--- src/rtl/escat_pkg.sv ---
// Shared types and constants for the motor speed controller throttle sequencer.
// Used by escat_cfg, escat_core and esc_arming_throttle_ramp; no dependencies.
package escat_pkg;

  // item codes
  localparam logic [2:0] MODE_TICK    = 3'd0;
  localparam logic [2:0] MODE_ARM     = 3'd1;
  localparam logic [2:0] MODE_DISARM  = 3'd2;
  localparam logic [2:0] MODE_FULL    = 3'd3;
  localparam logic [2:0] MODE_IDLE    = 3'd4;

  // arming machine state codes
  localparam logic [1:0] PH_DISARMED  = 2'd0;
  localparam logic [1:0] PH_ARMING    = 2'd1;
  localparam logic [1:0] PH_ARMED     = 2'd2;

  // configuration register indexes
  localparam logic [2:0] CFG_OFF_US    = 3'd0;
  localparam logic [2:0] CFG_ARM_US    = 3'd1;
  localparam logic [2:0] CFG_MAX_US    = 3'd2;
  localparam logic [2:0] CFG_ARM_PULSE = 3'd3;
  localparam logic [2:0] CFG_RATE_UP   = 3'd4;
  localparam logic [2:0] CFG_RATE_DN   = 3'd5;

  localparam logic [11:0] OFF_US_RST    = 12'd1000;
  localparam logic [11:0] ARM_US_RST    = 12'd1100;
  localparam logic [11:0] MAX_US_RST    = 12'd2000;
  localparam logic [15:0] ARM_PULSE_RST = 16'd2000;
  localparam logic [15:0] RATE_RST      = 16'd256;

  localparam logic [12:0] ARM_TOL       = 13'd20;
  localparam logic [12:0] FILTER_MARGIN = 13'd5;
  localparam logic [12:0] ACTIVE_MARGIN = 13'd10;

  typedef struct packed {
    logic [2:0]  mode;
    logic [15:0] dt_ms;
    logic [31:0] now_ms;
  } in_t;

  typedef struct packed {
    logic [11:0] throttle_us;
    logic [11:0] target_us;
    logic [1:0]  arm_state;
    logic        filter_enable;
    logic        weapon_active;
    logic        arm_led;
    logic        arm_failed;
    logic        throttle_changed;
  } out_t;

  typedef struct packed {
    logic [11:0] off_us;
    logic [11:0] arm_us;
    logic [11:0] max_us;
    logic [15:0] arm_pulse_ms;
    logic [15:0] rate_up;
    logic [15:0] rate_down;
  } cfg_t;

endpackage

--- src/rtl/escat_cfg.sv ---
// Configuration register file for the throttle sequencer.
// Depends on escat_pkg (cfg_t, register indexes, reset values).
module escat_cfg (
  input  logic                clk_i,
  input  logic                rst_ni,
  input  logic                cfg_we_i,
  input  logic [2:0]          cfg_idx_i,
  input  logic [15:0]         cfg_wdata_i,
  output escat_pkg::cfg_t     cfg_o
);
  import escat_pkg::*;

  cfg_t cfg_q, cfg_d;

  always_comb begin
    cfg_d = cfg_q;
    if (cfg_we_i) begin
      unique case (cfg_idx_i)
        CFG_OFF_US:    cfg_d.off_us       = cfg_wdata_i[11:0];
        CFG_ARM_US:    cfg_d.arm_us       = cfg_wdata_i[11:0];
        CFG_MAX_US:    cfg_d.max_us       = cfg_wdata_i[11:0];
        CFG_ARM_PULSE: cfg_d.arm_pulse_ms = cfg_wdata_i;
        CFG_RATE_UP:   cfg_d.rate_up      = cfg_wdata_i;
        CFG_RATE_DN:   cfg_d.rate_down    = cfg_wdata_i;
        default:       cfg_d              = cfg_q;
      endcase
    end
  end

  always_ff @(posedge clk_i or negedge rst_ni) begin
    if (!rst_ni) begin
      cfg_q.off_us       <= OFF_US_RST;
      cfg_q.arm_us       <= ARM_US_RST;
      cfg_q.max_us       <= MAX_US_RST;
      cfg_q.arm_pulse_ms <= ARM_PULSE_RST;
      cfg_q.rate_up      <= RATE_RST;
      cfg_q.rate_down    <= RATE_RST;
    end else begin
      cfg_q <= cfg_d;
    end
  end

  assign cfg_o = cfg_q;

endmodule

--- src/rtl/escat_core.sv ---
// Arming machine, target selection and slew step; holds the sequencer state.
// Depends on escat_pkg (in_t, out_t, cfg_t, mode and state codes).
module escat_core (
  input  logic               clk_i,
  input  logic               rst_ni,
  input  logic               step_i,
  input  escat_pkg::in_t     item_i,
  input  escat_pkg::cfg_t    cfg_i,
  output escat_pkg::out_t    res_o
);
  import escat_pkg::*;

  logic [1:0]  phase_q, phase_d;
  logic [31:0] start_q, start_d;
  logic [11:0] cur_q, cur_d;
  logic [11:0] tgt_q, tgt_d;
  logic        act_q, act_d;

  logic        is_tick;
  logic        slew_en;
  logic        failed;
  logic [31:0] elapsed;
  logic signed [12:0] diff;
  logic        in_tol;
  logic [31:0] product;
  logic [23:0] step_sz;
  logic [24:0] sum;
  logic [11:0] gap;
  logic [11:0] slewed;
  logic [11:0] clamped;

  assign is_tick = (item_i.mode == MODE_TICK);
  assign slew_en = is_tick && (item_i.dt_ms != 16'd0);
  assign elapsed = item_i.now_ms - start_q;
  assign diff    = $signed({1'b0, cur_q}) - $signed({1'b0, cfg_i.arm_us});
  assign in_tol  = (diff >= -$signed(ARM_TOL)) && (diff <= $signed(ARM_TOL));

  // arming machine and target
  always_comb begin
    phase_d = phase_q;
    start_d = start_q;
    tgt_d   = tgt_q;
    act_d   = act_q;
    failed  = 1'b0;
    unique case (item_i.mode)
      MODE_ARM: begin
        if (phase_q == PH_DISARMED) begin
          phase_d = PH_ARMING;
          start_d = item_i.now_ms;
          tgt_d   = cfg_i.arm_us;
        end
      end
      MODE_DISARM: begin
        phase_d = PH_DISARMED;
        tgt_d   = cfg_i.off_us;
        act_d   = 1'b0;
      end
      MODE_FULL: begin
        if (phase_q == PH_ARMED) tgt_d = cfg_i.max_us;
      end
      MODE_IDLE: begin
        if (phase_q == PH_ARMED) tgt_d = cfg_i.arm_us;
      end
      MODE_TICK: begin
        if (phase_q == PH_ARMING && elapsed >= {16'd0, cfg_i.arm_pulse_ms}) begin
          if (in_tol) begin
            phase_d = PH_ARMED;
            tgt_d   = cfg_i.arm_us;
          end else begin
            phase_d = PH_DISARMED;
            tgt_d   = cfg_i.off_us;
            act_d   = 1'b0;
            failed  = 1'b1;
          end
        end
        if (item_i.dt_ms != 16'd0) begin
          act_d = (phase_d == PH_ARMED) &&
                  ({1'b0, tgt_d} > {1'b0, cfg_i.arm_us} + ACTIVE_MARGIN);
        end
      end
      default: begin
        phase_d = phase_q;
      end
    endcase
  end

  // slew toward the target, step = floor(rate * dt / 256), never past target
  assign product = (tgt_d > cur_q) ? {16'd0, cfg_i.rate_up} * {16'd0, item_i.dt_ms}
                                   : {16'd0, cfg_i.rate_down} * {16'd0, item_i.dt_ms};
  assign step_sz = product[31:8];
  assign sum     = {13'd0, cur_q} + {1'b0, step_sz};
  assign gap     = cur_q - tgt_d;

  always_comb begin
    if (tgt_d > cur_q) begin
      slewed = (sum > {13'd0, tgt_d}) ? tgt_d : sum[11:0];
    end else if (cur_q > tgt_d) begin
      slewed = ({12'd0, gap} <= step_sz) ? tgt_d : cur_q - step_sz[11:0];
    end else begin
      slewed = cur_q;
    end
    clamped = slewed;
    if (clamped < cfg_i.off_us) clamped = cfg_i.off_us;
    if (clamped > cfg_i.max_us) clamped = cfg_i.max_us;
  end

  assign cur_d = slew_en ? clamped : cur_q;

  always_comb begin
    res_o.throttle_us      = cur_d;
    res_o.target_us        = tgt_d;
    res_o.arm_state        = phase_d;
    res_o.filter_enable    = slew_en && (phase_d == PH_ARMED) &&
                             ({1'b0, cur_d} > {1'b0, cfg_i.arm_us} + FILTER_MARGIN);
    res_o.weapon_active    = act_d;
    res_o.arm_led          = (phase_d != PH_DISARMED);
    res_o.arm_failed       = failed;
    res_o.throttle_changed = slew_en && (cur_d != cur_q);
  end

  always_ff @(posedge clk_i or negedge rst_ni) begin
    if (!rst_ni) begin
      phase_q <= PH_DISARMED;
      start_q <= 32'd0;
      cur_q   <= OFF_US_RST;
      tgt_q   <= OFF_US_RST;
      act_q   <= 1'b0;
    end else if (step_i) begin
      phase_q <= phase_d;
      start_q <= start_d;
      cur_q   <= cur_d;
      tgt_q   <= tgt_d;
      act_q   <= act_d;
    end
  end

  a_fail_disarms: assert property (@(posedge clk_i) disable iff (!rst_ni)
    step_i && res_o.arm_failed |-> phase_d == PH_DISARMED && tgt_d == cfg_i.off_us)
    else $error("failed arming check did not disarm");

  a_flags_tick_only: assert property (@(posedge clk_i) disable iff (!rst_ni)
    step_i && (res_o.throttle_changed || res_o.filter_enable || res_o.arm_failed)
    |-> item_i.mode == MODE_TICK)
    else $error("tick-only flag raised on a command");

  a_clamp_range: assert property (@(posedge clk_i) disable iff (!rst_ni)
    step_i && slew_en && cfg_i.off_us <= cfg_i.max_us
    |-> cur_d >= cfg_i.off_us && cur_d <= cfg_i.max_us)
    else $error("throttle outside off..max after slew");

  a_width_holds: assert property (@(posedge clk_i) disable iff (!rst_ni)
    !step_i |=> $stable(cur_q) && $stable(phase_q))
    else $error("state changed without a transfer");

endmodule

--- src/rtl/esc_arming_throttle_ramp.sv ---
// Top level of the motor speed controller throttle sequencer.
// Depends on escat_pkg, escat_cfg and escat_core.

// One input item is taken per clock cycle while the output is not stalled,
// and each item gives exactly one result: an input register holds the item,
// the core computes the arming step, target and one slew multiply (rate x dt)
// combinationally from that register and the held state, and the result
// register presents it. A result waiting on a stalled output still lets one
// more item into an empty input register; after that in_stall_o stays high
// until the result is taken. Configuration
// registers are written through cfg_we_i/cfg_idx_i/cfg_wdata_i and should be
// changed only while no item is in flight; writes to indexes six and seven
// are ignored.
module esc_arming_throttle_ramp (
  input  logic              clk_i,
  input  logic              rst_ni,
  input  logic              cfg_we_i,
  input  logic [2:0]        cfg_idx_i,
  input  logic [15:0]       cfg_wdata_i,
  input  logic              in_valid_i,
  output logic              in_stall_o,
  input  escat_pkg::in_t    in_data_i,
  output logic              out_valid_o,
  input  logic              out_stall_i,
  output escat_pkg::out_t   out_data_o
);
  import escat_pkg::*;

  cfg_t cfg;
  in_t  item_q;
  logic item_vld_q;
  out_t res;
  out_t res_q;
  logic res_vld_q;
  logic res_free;
  logic advance;
  logic in_xfer;

  escat_cfg u_cfg (
    .clk_i       (clk_i),
    .rst_ni      (rst_ni),
    .cfg_we_i    (cfg_we_i),
    .cfg_idx_i   (cfg_idx_i),
    .cfg_wdata_i (cfg_wdata_i),
    .cfg_o       (cfg)
  );

  // result register can take a new value when empty or being drained
  assign res_free   = !res_vld_q || !out_stall_i;
  assign advance    = item_vld_q && res_free;
  assign in_stall_o = item_vld_q && !res_free;
  assign in_xfer    = in_valid_i && !in_stall_o;

  escat_core u_core (
    .clk_i  (clk_i),
    .rst_ni (rst_ni),
    .step_i (advance),
    .item_i (item_q),
    .cfg_i  (cfg),
    .res_o  (res)
  );

  always_ff @(posedge clk_i or negedge rst_ni) begin
    if (!rst_ni) begin
      item_vld_q <= 1'b0;
      res_vld_q  <= 1'b0;
    end else begin
      if (!in_stall_o) item_vld_q <= in_valid_i;
      if (res_free)    res_vld_q  <= advance;
    end
  end

  always_ff @(posedge clk_i) begin
    if (in_xfer) item_q <= in_data_i;
    if (advance) res_q  <= res;
  end

  assign out_valid_o = res_vld_q;
  assign out_data_o  = res_q;

  a_no_overwrite: assert property (@(posedge clk_i) disable iff (!rst_ni)
    res_vld_q && out_stall_i |-> !advance)
    else $error("pending result overwritten");

  a_item_kept: assert property (@(posedge clk_i) disable iff (!rst_ni)
    item_vld_q && !advance |=> item_vld_q && $stable(item_q))
    else $error("held item lost before processing");

  a_result_follows: assert property (@(posedge clk_i) disable iff (!rst_ni)
    advance |=> res_vld_q)
    else $error("processed item produced no result");

endmodule

--- config.mk ---
export PLATFORM = sky130hd
export DESIGN_NAME = esc_arming_throttle_ramp
export DESIGN_NICKNAME = d
export VERILOG_FILES = /design/src/rtl/escat_pkg.sv /design/src/rtl/escat_cfg.sv /design/src/rtl/escat_core.sv /design/src/rtl/esc_arming_throttle_ramp.sv
export SDC_FILE = /design/constraint.sdc
export NUM_CORES = 2
export LEC_CHECK = 0
export ABC_AREA = 1
export BUFFER_PORTS_ARGS = -buffer_cell sky130_fd_sc_hd__buf_2
export CORE_UTILIZATION = 55
export CTS_BUF_LIST = sky130_fd_sc_hd__clkbuf_4 sky130_fd_sc_hd__clkbuf_8
export DETAILED_ROUTE_END_ITERATION = 8
export PLACE_DENSITY = 0.79
export SLEW_MARGIN = 0
export SYNTH_ARGS = -nofsm -noshare
export SYNTH_HDL_FRONTEND = slang
export SYNTH_HIERARCHICAL = 1
export SYNTH_SLANG_ARGS = --single-unit
--- constraint.sdc ---
create_clock -name clk_i -period 12.7 [get_ports clk_i]
set_clock_uncertainty 0.1 [all_clocks]
set_input_delay 2.54 -clock clk_i [delete_from_list [all_inputs] [get_ports clk_i]]
set_output_delay 2.54 -clock clk_i [all_outputs]
set_load 0.05 [all_outputs]
==> flow_metrics.py <==
metrics = {
    "run_status": {
        "status": "complete, but fails checks",
        "failed_checks": "DRC",
    },
    "layout": {
        "num-nets-final": 6430,
        "final_util": 0.650,
        "drive_gt1_frac": 0.160,
        "fillerInstances": 5669,
        "final_cells": 6499,
        "multi_input_area_sq_um": 26400,
        "seqCellArea_sq_um": 6140,
        "syn_to_final_growth_pct": 16.5,
    },
    "clocking": {
        "clockBufferDepth": 3,
        "ctsHtreeMaxLevel": 2,
        "clk_pin_slew_ps": 70,
        "clock_sinks": 227,
        "cts_hold_buf": 0,
        "cts_tree": "yes",
        "clk-insertion-delay-late_ps": 710,
        "clockRootBuffer": "clkbuf_8",
        "cts_buffers": 44,
    },
    "die": {
        "die_w_um": 261,
        "rows": 94,
        "start_util": 0.558,
        "fp.coreArea_sq_um": 66000,
        "die_h_um": 261,
        "dieArea_sq_um": 68000,
        "io_pins": 108,
    },
    "grt": {
        "grt_usage": 0.349,
        "top_usage_layer": "met2",
        "grt_max_degree": 92,
        "grt_pass1_wl_um": 184000,
        "grt.overflow.total": 0,
        "met1_usage": 0.462,
        "grt_pass1_vias": 34700,
        "met3_usage": 0.0565,
        "antenna_found_initial": 4,
        "met2_usage": 0.559,
    },
    "placed_design": {
        "hpwlAfterDp_um": 93900,
        "port_buffers": 107,
        "dp.cells": 6349,
        "dp_slack_ps": -364,
        "routabilityCongestion": 1.04,
    },
    "synthesis": {
        "seq_area_frac_synth": 0.167,
        "ys_seq_elements": 227,
        "yosysWarnings": 6,
        "avgSynthCellArea_sq_um": 7.03,
        "synth.most_common_cell": "nand2_1",
        "synth-main-ff-cell": "dfrtp_1",
        "syn-num-nets": 6067,
        "synth.top_cells.by_count": "nand2_1, inv_1, fa_1",
        "netlist_top_cells_area": "fa_1, nand2_1, ha_1",
        "async_flop_share": 0.639,
        "yosysUniqueCellTypes": 72,
        "synth_cells": 5235,
        "synth_largest_area_cell": "fa_1",
        "synth_edf_count": 82,
        "netlist_area_sq_um": 36800,
        "synth_top_area_share": 0.213,
    },
    "worst_setup_path": {
        "cpMaxStageDelayCell": "fa_1",
        "arrival_ps": 12790,
        "crit_path_end_kind": "flip-flop",
        "r2r_slack_ps": 250,
        "crit_fanout": 11,
        "start_kind": "flip-flop",
        "cpPeakStageDelay_ps": 570,
        "required_ps": 13040,
        "worst-setup-path-type": "reg -> reg",
    },
    "sta": {
        "setup_ws_ps": 247,
        "tightest_slew_ps": 1090,
        "max_freq_ghz": 0.0803,
        "final.setup.tns_ps": 0,
        "period_needed_ps": 12450,
        "hold_viol_final": 0,
        "rsz0062_at_grt": "yes",
        "finalSetupViolations": 0,
        "slew_viol_final": 0,
        "max_slew_margin": 0.273,
        "period_share": 0.981,
    },
    "detailed_routing": {
        "firstDrtPassIters": 9,
        "postRouteAntennaNets": 0,
        "avgViaCountPerCell": 5.45,
        "wl_per_cell_um": 18.4,
        "drc_errors": 4,
        "wirelength_um": 119000,
        "via_count": 35400,
        "drtIter0Drc": 3418,
    },
    "flow_run": {
        "maxCapViolCount": 0,
    },
    "hold_path": {
        "worstHoldPathType": "reg -> reg",
    },
}
## stage by stage
step                      cell area (sq um)  hold WS [ps]
after global placement                40200           354
after CTS                             41500           366
after floorplan                       36800           337
after global routing                  42900           384
final                                 42900           365
after detailed placement              40200           356
## routing by layer
metal  up-vias  wire, um
met1     16800     48100
li1      16600         -
met2      1672     54000
met5         -        24
met3       337     11500
met4         4      5680
## critical path: cells and delay by family, from the launching register on
family | cells | cell delay [ps]
compound gates | 14 | 1950
xor+xnor | 1 | 270
fa+ha+maj | 12 | 4920
buf+inv | 17 | 1730
flops | 1 | 420
simple gates | 25 | 2750
## layout make-up
class	instances	share of cell area
flip-flops and latches	227	0.143
multi-input cells	3628	0.615
repair buffers	502	0.0881
clock buffers	60	0.0176
diodes	1	0.0000583
inverters	1195	0.105
clock inverters	22	0.00621
well taps	864	0.0252
## path summary, 6_finish.rpt
check,start,end,cells past startpoint
min in group asynchronous,rst_ni,item_vld_q$_DFFE_PN0N_,1
max in group asynchronous,rst_ni,u_cfg/cfg_o[22]$_DFFE_PN0P_,2
setup reg to reg,item_q[33]$_DFFE_PP_,out_data_o[4]$_DFFE_PP_,69
hold / removal,u_cfg/cfg_o[78]$_DFFE_PN1P_,u_cfg/cfg_o[78]$_DFFE_PN1P_,2
setup / recovery,item_q[33]$_DFFE_PP_,out_data_o[4]$_DFFE_PP_,69
hold reg to reg,u_cfg/cfg_o[78]$_DFFE_PN1P_,u_cfg/cfg_o[78]$_DFFE_PN1P_,2
## cells by family after synthesis
| logic type | after synthesis | share of synthesized area |
|---|---|---|
| xor+xnor | 81 | 0.0193 |
| fa+ha+maj | 757 | 0.337 |
| compound gates | 474 | 0.0746 |
| simple gates | 2313 | 0.258 |
| mux | 2 | 0.000578 |
| buf+inv | 1381 | 0.144 |
| flops | 227 | 0.167 |
## placed cells by master, fill, tap and decap left out, drive strengths merged, types with 64 or more instances in the layout
cell and count:
nand2 1679, inv 1197, dfrtp 109, edfxtp 82, fa 391, o21ai 170, ha 366, clkbuf 64
a21oi 191, nand3 235, nor2 285, buf 497
## state kept, by name, indices dropped and copies added (netlist names), 2 cells and up
name / count
u_core/phase_q: 2
item_q: 51
u_core/cur_q: 12
out_data_o: 31
u_core/start_q: 32
u_cfg/cfg_o: 84
u_core/tgt_q: 12
## what timing repair did
action,4_1_cts,5_1_grt
setup endpoints to repair,3,26
setup buffers,17,44
pin swaps,6,60
cloned,1,5
gates resized for setup,23,199
Power is left out: the tool's default activity adds up to more than one toggle a clock period on the data nets, which glitch-free logic cannot reach.
